**src/rtl/awpb_pkg.sv**
```systemverilog
// Package for the alpha-weighted pixel blend: field widths, constants and the
// work item that travels from the front end to the divider pipeline.
// No dependencies.
package awpb_pkg;

  localparam int unsigned PixelW = 32;
  localparam int unsigned ChanW  = 8;
  localparam int unsigned NumChan = 3;
  localparam int unsigned SumW   = 17;
  localparam int unsigned DenW   = 9;
  localparam int unsigned QuoW   = 8;

  localparam logic [ChanW-1:0] AlphaOpaque = 8'hFF;
  localparam logic [ChanW-1:0] AlphaClear  = 8'h00;

  localparam int unsigned MidDepthDef = 4;
  localparam int unsigned OutDepthDef = 16;

  typedef struct packed {
    logic [NumChan-1:0][SumW-1:0] sum;
    logic [DenW-1:0]              den;
    logic [ChanW-1:0]             alpha;
  } blend_work_t;

endpackage

```
**src/rtl/awpb_fifo.sv**
```systemverilog
// Small register-based first-in first-out queue with a combinational head.
// Depends on nothing; used for the work queue and the result queue.
module awpb_fifo #(
  parameter int unsigned Width = 32,
  parameter int unsigned Depth = 4
) (
  input  logic             clk_i,
  input  logic             rst_ni,
  input  logic             push_i,
  input  logic [Width-1:0] data_i,
  input  logic             pop_i,
  output logic [Width-1:0] data_o,
  output logic             full_o,
  output logic             empty_o
);

  localparam int unsigned AddrW = (Depth > 1) ? $clog2(Depth) : 1;
  localparam int unsigned CntW  = $clog2(Depth + 1);

  logic [Width-1:0] mem_q [Depth];
  logic [AddrW-1:0] wr_ptr_q, wr_ptr_d;
  logic [AddrW-1:0] rd_ptr_q, rd_ptr_d;
  logic [CntW-1:0]  count_q, count_d;

  always_comb begin
    wr_ptr_d = wr_ptr_q;
    rd_ptr_d = rd_ptr_q;
    count_d  = count_q;
    if (push_i) begin
      wr_ptr_d = (wr_ptr_q == AddrW'(Depth - 1)) ? '0 : wr_ptr_q + AddrW'(1);
    end
    if (pop_i) begin
      rd_ptr_d = (rd_ptr_q == AddrW'(Depth - 1)) ? '0 : rd_ptr_q + AddrW'(1);
    end
    if (push_i && !pop_i) begin
      count_d = count_q + CntW'(1);
    end else if (!push_i && pop_i) begin
      count_d = count_q - CntW'(1);
    end
  end

  always_ff @(posedge clk_i or negedge rst_ni) begin
    if (!rst_ni) begin
      wr_ptr_q <= '0;
      rd_ptr_q <= '0;
      count_q  <= '0;
    end else begin
      wr_ptr_q <= wr_ptr_d;
      rd_ptr_q <= rd_ptr_d;
      count_q  <= count_d;
    end
  end

  always_ff @(posedge clk_i) begin
    if (push_i) begin
      mem_q[wr_ptr_q] <= data_i;
    end
  end

  assign data_o  = mem_q[rd_ptr_q];
  assign full_o  = (count_q == CntW'(Depth));
  assign empty_o = (count_q == '0);

endmodule

```
**src/rtl/awpb_front.sv**
```systemverilog
// Front end of the blend: accepts pixel pairs, handles the both-transparent case
// and forms the weighted channel sums and the divisor. Depends on awpb_pkg.
module awpb_front import awpb_pkg::*; (
  input  logic              clk_i,
  input  logic              rst_ni,
  input  logic              push_i,
  output logic              full_o,
  input  logic [PixelW-1:0] first_pixel_i,
  input  logic [PixelW-1:0] second_pixel_i,
  output logic              valid_o,
  input  logic              ready_i,
  output blend_work_t       work_o
);

  logic        valid_q, valid_d;
  logic        accept;
  logic        both_clear;
  logic [ChanW-1:0] w0, w1;
  blend_work_t work_q, work_d;

  assign accept = push_i && !full_o;
  assign full_o = valid_q && !ready_i;

  always_comb begin
    both_clear = (first_pixel_i[31:24] == '0) && (second_pixel_i[31:24] == '0);
    w0 = both_clear ? ChanW'(1) : first_pixel_i[31:24];
    w1 = both_clear ? ChanW'(1) : second_pixel_i[31:24];
    for (int c = 0; c < NumChan; c++) begin
      work_d.sum[c] = SumW'(first_pixel_i[c*ChanW +: ChanW]) * SumW'(w0)
                    + SumW'(second_pixel_i[c*ChanW +: ChanW]) * SumW'(w1);
    end
    work_d.den   = DenW'(w0) + DenW'(w1);
    work_d.alpha = both_clear ? AlphaClear : AlphaOpaque;
    valid_d      = accept || (valid_q && !ready_i);
  end

  always_ff @(posedge clk_i or negedge rst_ni) begin
    if (!rst_ni) begin
      valid_q <= 1'b0;
    end else begin
      valid_q <= valid_d;
    end
  end

  always_ff @(posedge clk_i) begin
    if (accept) begin
      work_q <= work_d;
    end
  end

  assign valid_o = valid_q;
  assign work_o  = work_q;

endmodule

```
**src/rtl/awpb_back.sv**
```systemverilog
// Back end of the blend: a restoring divider pipeline, one quotient bit per
// stage for each colour channel, that never stalls. Depends on awpb_pkg.
module awpb_back import awpb_pkg::*; (
  input  logic              clk_i,
  input  logic              rst_ni,
  input  logic              valid_i,
  input  blend_work_t       work_i,
  output logic              valid_o,
  output logic [PixelW-1:0] pixel_o
);

  localparam int unsigned Steps = QuoW;

  logic                         vld_q   [Steps];
  logic [NumChan-1:0][SumW-1:0] rem_q   [Steps];
  logic [NumChan-1:0][QuoW-1:0] quo_q   [Steps];
  logic [DenW-1:0]              den_q   [Steps];
  logic [ChanW-1:0]             alpha_q [Steps];

  for (genvar k = 0; k < Steps; k++) begin : g_stage
    localparam int unsigned Shift = Steps - 1 - k;

    logic                         vld_s;
    logic [NumChan-1:0][SumW-1:0] rem_s, rem_d;
    logic [NumChan-1:0][QuoW-1:0] quo_s, quo_d;
    logic [DenW-1:0]              den_s;
    logic [ChanW-1:0]             alpha_s;
    logic [SumW:0]                den_sh;

    if (k == 0) begin : g_head
      assign vld_s   = valid_i;
      assign rem_s   = work_i.sum;
      assign quo_s   = '0;
      assign den_s   = work_i.den;
      assign alpha_s = work_i.alpha;
    end else begin : g_body
      assign vld_s   = vld_q[k-1];
      assign rem_s   = rem_q[k-1];
      assign quo_s   = quo_q[k-1];
      assign den_s   = den_q[k-1];
      assign alpha_s = alpha_q[k-1];
    end

    assign den_sh = (SumW + 1)'(den_s) << Shift;

    always_comb begin
      logic [SumW:0] trial;
      for (int c = 0; c < NumChan; c++) begin
        trial = {1'b0, rem_s[c]} - den_sh;
        if (!trial[SumW]) begin
          rem_d[c] = trial[SumW-1:0];
          quo_d[c] = {quo_s[c][QuoW-2:0], 1'b1};
        end else begin
          rem_d[c] = rem_s[c];
          quo_d[c] = {quo_s[c][QuoW-2:0], 1'b0};
        end
      end
    end

    always_ff @(posedge clk_i or negedge rst_ni) begin
      if (!rst_ni) begin
        vld_q[k] <= 1'b0;
      end else begin
        vld_q[k] <= vld_s;
      end
    end

    always_ff @(posedge clk_i) begin
      if (vld_s) begin
        rem_q[k]   <= rem_d;
        quo_q[k]   <= quo_d;
        den_q[k]   <= den_s;
        alpha_q[k] <= alpha_s;
      end
    end
  end

  assign valid_o = vld_q[Steps-1];
  assign pixel_o = {alpha_q[Steps-1], quo_q[Steps-1][2], quo_q[Steps-1][1],
                    quo_q[Steps-1][0]};

endmodule

```
**src/rtl/alpha_weighted_pixel_blend.sv**
```systemverilog
// Alpha-weighted blend of two ARGB pixels. The block takes one pixel pair per
// clock while full is low and returns one blended pixel per clock while pop is
// high and the result queue is not empty. A pair is registered in the front end,
// which forms the weighted sums, then passes through a work queue of MidDepth
// entries into an eight-stage divider pipeline, one quotient bit a stage, and
// lands in a result queue of OutDepth entries. The divider only takes a new
// transaction while the result queue has room reserved for everything in
// flight, so OutDepth must be at least ten, the divider depth plus two, for
// full rate.
// Depends on awpb_pkg, awpb_front, awpb_back and awpb_fifo.
module alpha_weighted_pixel_blend import awpb_pkg::*; #(
  parameter int unsigned MidDepth = MidDepthDef,
  parameter int unsigned OutDepth = OutDepthDef
) (
  input  logic              clk_i,
  input  logic              rst_ni,
  input  logic              push,
  output logic              full,
  input  logic [PixelW-1:0] first_pixel_i,
  input  logic [PixelW-1:0] second_pixel_i,
  output logic              empty,
  input  logic              pop,
  output logic [PixelW-1:0] blended_pixel_o
);

  localparam int unsigned CntW = $clog2(OutDepth + 1);

  logic        front_valid;
  blend_work_t front_work;
  logic        mid_full, mid_empty;
  blend_work_t mid_work;
  logic        issue;
  logic        back_valid;
  logic [PixelW-1:0] back_pixel;
  logic        out_full;
  logic        out_pop;
  logic [CntW-1:0] outstanding_q, outstanding_d;

  awpb_front u_front (
    .clk_i,
    .rst_ni,
    .push_i         (push),
    .full_o         (full),
    .first_pixel_i,
    .second_pixel_i,
    .valid_o        (front_valid),
    .ready_i        (!mid_full),
    .work_o         (front_work)
  );

  awpb_fifo #(
    .Width ($bits(blend_work_t)),
    .Depth (MidDepth)
  ) u_mid_fifo (
    .clk_i,
    .rst_ni,
    .push_i  (front_valid && !mid_full),
    .data_i  (front_work),
    .pop_i   (issue),
    .data_o  (mid_work),
    .full_o  (mid_full),
    .empty_o (mid_empty)
  );

  assign issue = !mid_empty && (outstanding_q < CntW'(OutDepth));

  awpb_back u_back (
    .clk_i,
    .rst_ni,
    .valid_i (issue),
    .work_i  (mid_work),
    .valid_o (back_valid),
    .pixel_o (back_pixel)
  );

  assign out_pop = pop && !empty;

  awpb_fifo #(
    .Width (PixelW),
    .Depth (OutDepth)
  ) u_out_fifo (
    .clk_i,
    .rst_ni,
    .push_i  (back_valid),
    .data_i  (back_pixel),
    .pop_i   (out_pop),
    .data_o  (blended_pixel_o),
    .full_o  (out_full),
    .empty_o (empty)
  );

  always_comb begin
    outstanding_d = outstanding_q;
    if (issue && !out_pop) begin
      outstanding_d = outstanding_q + CntW'(1);
    end else if (!issue && out_pop) begin
      outstanding_d = outstanding_q - CntW'(1);
    end
  end

  always_ff @(posedge clk_i or negedge rst_ni) begin
    if (!rst_ni) begin
      outstanding_q <= '0;
    end else begin
      outstanding_q <= outstanding_d;
    end
  end

  // The credit count covers the divider and the result queue together.
  a_credit_bound: assert property (@(posedge clk_i) disable iff (!rst_ni)
    outstanding_q <= CntW'(OutDepth))
    else $error("More transactions in flight than the result queue can hold.");

  a_no_out_overflow: assert property (@(posedge clk_i) disable iff (!rst_ni)
    back_valid |-> !out_full)
    else $error("Divider delivered a result into a full result queue.");

  a_pop_has_credit: assert property (@(posedge clk_i) disable iff (!rst_ni)
    !empty |-> outstanding_q != '0)
    else $error("Result queue holds a pixel that carries no credit.");

  a_issue_needs_work: assert property (@(posedge clk_i) disable iff (!rst_ni)
    issue |-> !mid_empty && outstanding_q < CntW'(OutDepth))
    else $error("Divider issued without work or without room for the result.");

endmodule
```
**config.mk**
```make
export PLATFORM = sky130hd
export DESIGN_NAME = alpha_weighted_pixel_blend
export DESIGN_NICKNAME = d
export VERILOG_FILES = /design/src/rtl/awpb_pkg.sv /design/src/rtl/awpb_fifo.sv /design/src/rtl/awpb_front.sv /design/src/rtl/awpb_back.sv /design/src/rtl/alpha_weighted_pixel_blend.sv
export SDC_FILE = /design/constraint.sdc
export NUM_CORES = 2
export LEC_CHECK = 0
export ABC_AREA = 0
export ABC_CLOCK_PERIOD_IN_PS = 7750
export BUFFER_PORTS_ARGS = -buffer_cell sky130_fd_sc_hd__buf_2
export CORE_ASPECT_RATIO = 1.1
export CORE_MARGIN = 2
export CORE_UTILIZATION = 60
export DETAILED_ROUTE_END_ITERATION = 16
export GPL_TIMING_DRIVEN = 0
export PLACE_DENSITY = 0.77
export RECOVER_POWER = 25
export SLEW_MARGIN = 40
export SYNTH_ARGS = -nofsm -noshare
export SYNTH_HDL_FRONTEND = slang
export SYNTH_HIERARCHICAL = 1
export SYNTH_SLANG_ARGS = --single-unit
```
**constraint.sdc**
```tcl
create_clock -name clk_i -period 7.75 [get_ports clk_i]
set_input_delay 0.3875 -clock clk_i [delete_from_list [all_inputs] [get_ports clk_i]]
set_output_delay 0.3875 -clock clk_i [all_outputs]
set_load 0.03 [all_outputs]
```
Word-level counts from Yosys, hierarchy flattened
Memories as Yosys holds them, arrays and structs flattened. Cells that the tools add are included. Widths: inputs -> output; s select.

Bits in registers: 102. Bits in latches: 0. Memory bits (writable): 1520. Memory bits (read-only): 0. Bits of input ports: 68. Output and inout port bits: 34. Word-level logic and storage cells: 186. Memories: 6.

Memories: u_out_fifo.mem_q (words 16, bits a word 32, rd ports 1, clocked after memory_dff 0, wr ports 1, RTL line awpb_fifo.sv:20) `logic [Width-1:0] mem_q [Depth];`; u_back.rem_q (words 8, bits a word 51, rd ports 7, clocked after memory_dff 0, wr ports 8, RTL line awpb_back.sv:15) `logic [NumChan-1:0][SumW-1:0] rem_q [Steps];`; u_mid_fifo.mem_q (words 4, bits a word 68, rd ports 1, clocked after memory_dff 0, wr ports 1, RTL line awpb_fifo.sv:20); u_back.quo_q (words 8, bits a word 24, rd ports 8, clocked after memory_dff 0, wr ports 8, RTL line awpb_back.sv:16) `logic [NumChan-1:0][QuoW-1:0] quo_q [Steps];`; u_back.den_q (words 8, bits a word 9, rd ports 7, clocked after memory_dff 0, wr ports 8, RTL line awpb_back.sv:17) `logic [DenW-1:0] den_q [Steps];`; u_back.alpha_q (words 8, bits a word 8, rd ports 8, clocked after memory_dff 0, wr ports 8, RTL line awpb_back.sv:18) `logic [ChanW-1:0] alpha_q [Steps];`.

Add/subtract/negate cells: 38. Multipliers: 6. Div/mod/pow operators: 0. $lt $le $gt $ge: 1. Eq/ne operators: 5. Shift-type cells: 0. Muxes and demuxes: 81. Bitwise logic cells: 0. Reductions and logical operators: 28.

Operators with widths (number): $mux 17 (24); $mul 8x8->16 (6); $sub 17x10->18 (3); $sub 17x11->18 (3); $sub 17x12->18 (3); $sub 17x13->18 (3); $sub 17x14->18 (3); $sub 17x15->18 (3); $sub 17x16->18 (3); $sub 17x9->18 (3); $add 16x16->17 (3); $mux 1 (44); $mux 8 (3); $mux 5 (4); $logic_not 8->1 (2); $logic_and 1x1->1 (12); $add 5x1->5 const B (2); $sub 5x1->5 const B (2); $add 8x8->9 (1); $add 4x1->4 const B (2); $eq 4x4->1 const B (2); $logic_not 1->1 (8); $mux 4 (2); $mux 3 (2); other kinds (11) (16).

Logic depth before layout (Yosys ltp)
Word-level depth: 7. Depth in mapped cells: 24. Depth with buffers taken out: 23.

Hierarchy
The synthesis kept the hierarchy.

Modules (own cells, without submodules): awpb_back (times used 1, cells each 2474, area each 31077.3 um^2, sequential area each 17977.2 um^2); awpb_fifo (u_out_fifo) (times used 1, cells each 952, area each 20452.1 um^2, sequential area each 15700.1 um^2); awpb_front (times used 1, cells each 1605, area each 15504.9 um^2, sequential area each 1856.8 um^2); awpb_fifo (u_mid_fifo) (times used 1, cells each 393, area each 10307.4 um^2, sequential area each 8343.0 um^2); alpha_weighted_pixel_blend (times used 1, cells each 43, area each 404.1 um^2, sequential area each 125.1 um^2).

Worst setup path before layout
Ideal clock, no wire load.

Path kind: input-to-reg. From: in first_pixel_i[25]. To: reg u_front.work_q, in the netlist u_front/work_o[33], data pin. Setup time: 0.260 ns. Arrival: 5.525 ns. Required time: 7.490 ns. Slack: 1.964 ns. Stages: 21. Path buffers: 1. Cells stage by stage: nor4_1 > nand4_1 > nand2b_1 > buf_2 > nand2_1 > fa_1 > fa_1 > inv_1 > fa_1 > fa_1 > fa_1 > inv_1 > fa_1 > inv_1 > ha_1 > and3_1 > a211oi_2 > o21bai_4 > o21ai_4 > o31ai_4 > xnor2_1.

RTL lines: start, declared (RTL line alpha_weighted_pixel_blend.sv:19) `input logic [PixelW-1:0] first_pixel_i,`; end signal, assigned (RTL line awpb_front.sv:47) `work_q <= work_d;`; end, declared (RTL line awpb_front.sv:19) `blend_work_t work_q, work_d;`.

==> results.sh <==
export IMPL_cts_buffers=141
export IMPL_grt_max_degree=50
export IMPL_cts_tree="yes"
export IMPL_die_w_um=347
export IMPL_critPathKind="primary input to register"
export IMPL_tightest_slew_ps=2150
export IMPL_syn_num_nets=6285
export IMPL_hold_viol=0
export IMPL_period_share=0.890
export IMPL_skew_ps=45.9
export IMPL_setup_tns_final_ps=0
export IMPL_netlist_area_um2=77700
export IMPL_violations="capacitance limit, slew limit"
export IMPL_io_pins=102
export IMPL_grt_first_pass_wirelength_mm=265
export IMPL_area_growth_pct=10.8
export IMPL_dieArea_um2=132000
export IMPL_coreArea_um2=129000
export IMPL_via_count=45300
export IMPL_reg2reg_slack_ps=3650
export IMPL_syn_avg_cell_area_um2=14.2
export IMPL_drtIter0Drc=3735
export IMPL_dp_hpwl_mm=121
export IMPL_antenna_left=0
export IMPL_worst_setup_path_start_kind="primary input"
export IMPL_clkLatencyLatePin_ps=790
export IMPL_grt_use_total=0.262
export IMPL_worstPathRequired_ps=8270
export IMPL_dr_pass1_iters=6
export IMPL_end_kind="register"
export IMPL_gp_congestion=0.887
export IMPL_drive_gt1_frac=0.122
export IMPL_worst_path_max_fanout=10
export IMPL_hold_path_class="primary input to register"
export IMPL_cts_clk_slew_worst_paths_ps=60
export IMPL_remaining_drc_errors=0
export IMPL_drt_wl_total_mm=171
export IMPL_clock_sinks=1471
export IMPL_grt_pass1_vias=47000
export IMPL_min_to="u_front/work_o[17]$_DFFE_PP_"
export IMPL_cts_root_buffer="clkbuf_16"
export IMPL_start_util=0.604
export IMPL_slew_violations=35
export IMPL_status="finished with violations"
export IMPL_finalSetupViolCount=0
export IMPL_htreeDepth=4
export IMPL_post_cts_resized=0
export IMPL_via_per_inst=5.99
export IMPL_worstHoldStart="first_pixel_i[0]"
export IMPL_io_buffers=101
export IMPL_rsz0062_at_grt="false"
export IMPL_max_freq_mhz=145
export IMPL_diodes=0
export IMPL_row_count=138
export IMPL_slew_headroom=-0.431
export IMPL_grt_overflow=0
export IMPL_antenna_found_initial=1
export IMPL_cap_violations=2
export IMPL_regToRegStartpoint="u_mid_fifo/rd_ptr_q[1]$_DFFE_PN0P_"
export IMPL_critPathArrivalTime_ps=7410
export IMPL_regToRegEndpoint="u_back/rem_q[0][44]$_DFFE_PP_"
export IMPL_nets=6595
export IMPL_synthCells=5466
export IMPL_ys_warn_count=6
export IMPL_wire_per_inst_um=22.6
export IMPL_min_period_ps=6890
export IMPL_r2r_worst_path_cells=15
export IMPL_min_path_cells=3
export IMPL_cts_buffer_depth=3
export IMPL_die_y_um=382
==> flip-flops by register name (all words and copies together), names as in the netlist <==
name,flops
u_mid_fifo/mem_q,272
u_back/valid_o,1
u_mid_fifo/wr_ptr_q,2
u_back/quo_q,108
u_front/work_o,61
u_out_fifo/count_q,5
u_out_fifo/rd_ptr_q,4
u_back/alpha_q,64
u_back/den_q,63
outstanding_q,5
u_mid_fifo/rd_ptr_q,2
u_out_fifo/wr_ptr_q,4
u_back/g_stage.vld_s,7
u_front/valid_o,1
u_back/rem_q,357
u_mid_fifo/count_q,3
u_out_fifo/mem_q,512
==> placed cells by master, fill, tap and decap left out, types with 67 or more instances in the layout <==
cell type / instances
a21oi_1: 206
nand2b_1: 67
nor2_1: 223
clkbuf_1: 121
fa_1: 316
mux4_2: 139
o21ai_0: 156
edfxtp_1: 1437
nor3_1: 73
mux2i_1: 111
mux2_2: 70
clkbuf_16: 144
xnor2_1: 106
nand2_1: 272
inv_1: 564
ha_1: 435
xor2_1: 90
and2_1: 261
buf_2: 154
==> layer usage <==
metal / wire (µm) / vias up / global-route usage / share of wire
met3: 10600 / 366 / 0.0354 / 0.062
met2: 87700 / 1708 / 0.462 / 0.51
li1: - / 20700 / - / -
met4: 6890 / 0 / 0.107 / 0.040
met1: 65400 / 22600 / 0.326 / 0.38
met5: 0 / - / 0 / 0
==> final cells by class <==
class | instances | area (µm²)
fillers | 8675 | 42500
plain buffers | 162 | 918
clock buffers | 184 | 3780
flip-flops and latches | 1471 | 44000
well taps | 1680 | 2100
clock inverters | 67 | 741
multi-input cells | 3268 | 30800
inverters | 565 | 2120
repair buffers | 167 | 1650
==> worst max-delay path by stage <==
stage                            startpoint                            to  slack (ps)  cells past startpoint
after floorplan           first_pixel_i[25]  u_front/work_o[33]$_DFFE_PP_        1960                     21
after global placement    first_pixel_i[25]  u_front/work_o[33]$_DFFE_PP_         460                     22
after detailed placement  first_pixel_i[25]  u_front/work_o[66]$_DFFE_PP_         270                     22
after CTS                 first_pixel_i[25]  u_front/work_o[66]$_DFFE_PP_        1110                     22
after global routing      first_pixel_i[28]  u_front/work_o[66]$_DFFE_PP_         870                     22
final                     first_pixel_i[25]  u_front/work_o[66]$_DFFE_PP_         860                     22
==> timing repair <==
action / 4_1_cts / 5_1_grt
endpoints found under the hold margin: 35 / 0
hold buffers: 2 / 0
buffers inserted: 0 / 0
==> through the flow <==
stage	util	instances	cell area [µm²]	hold WS, ps	setup WS, ps
floorplan	-	5466	77700	91.9	1960
global placement	0.625	7247	80300	400	461
detailed placement	0.635	7311	81600	393	268
CTS	0.670	7564	86200	81.8	1110
global route	0.670	7564	86100	179	868
finish	0.670	7564	86100	179	856
==> critical path: stages <==
cell,delay [ps]
buf_2,190
nor4_1,410
nand4_1,560
nand2b_1,610
buf_2,400
nand2_1,130
fa_1,490
fa_1,540
inv_1,60
fa_1,480
fa_1,500
fa_1,500
inv_1,50
fa_1,470
inv_1,40
ha_1,350
a21oi_1,220
o21ai_1,160
a221oi_1,320
a21bo_1,250
a21oi_1,180
xnor2_1,110
Power is not shown: default switching activity piles up to over one toggle a cycle in this logic, so the estimate is an artifact.
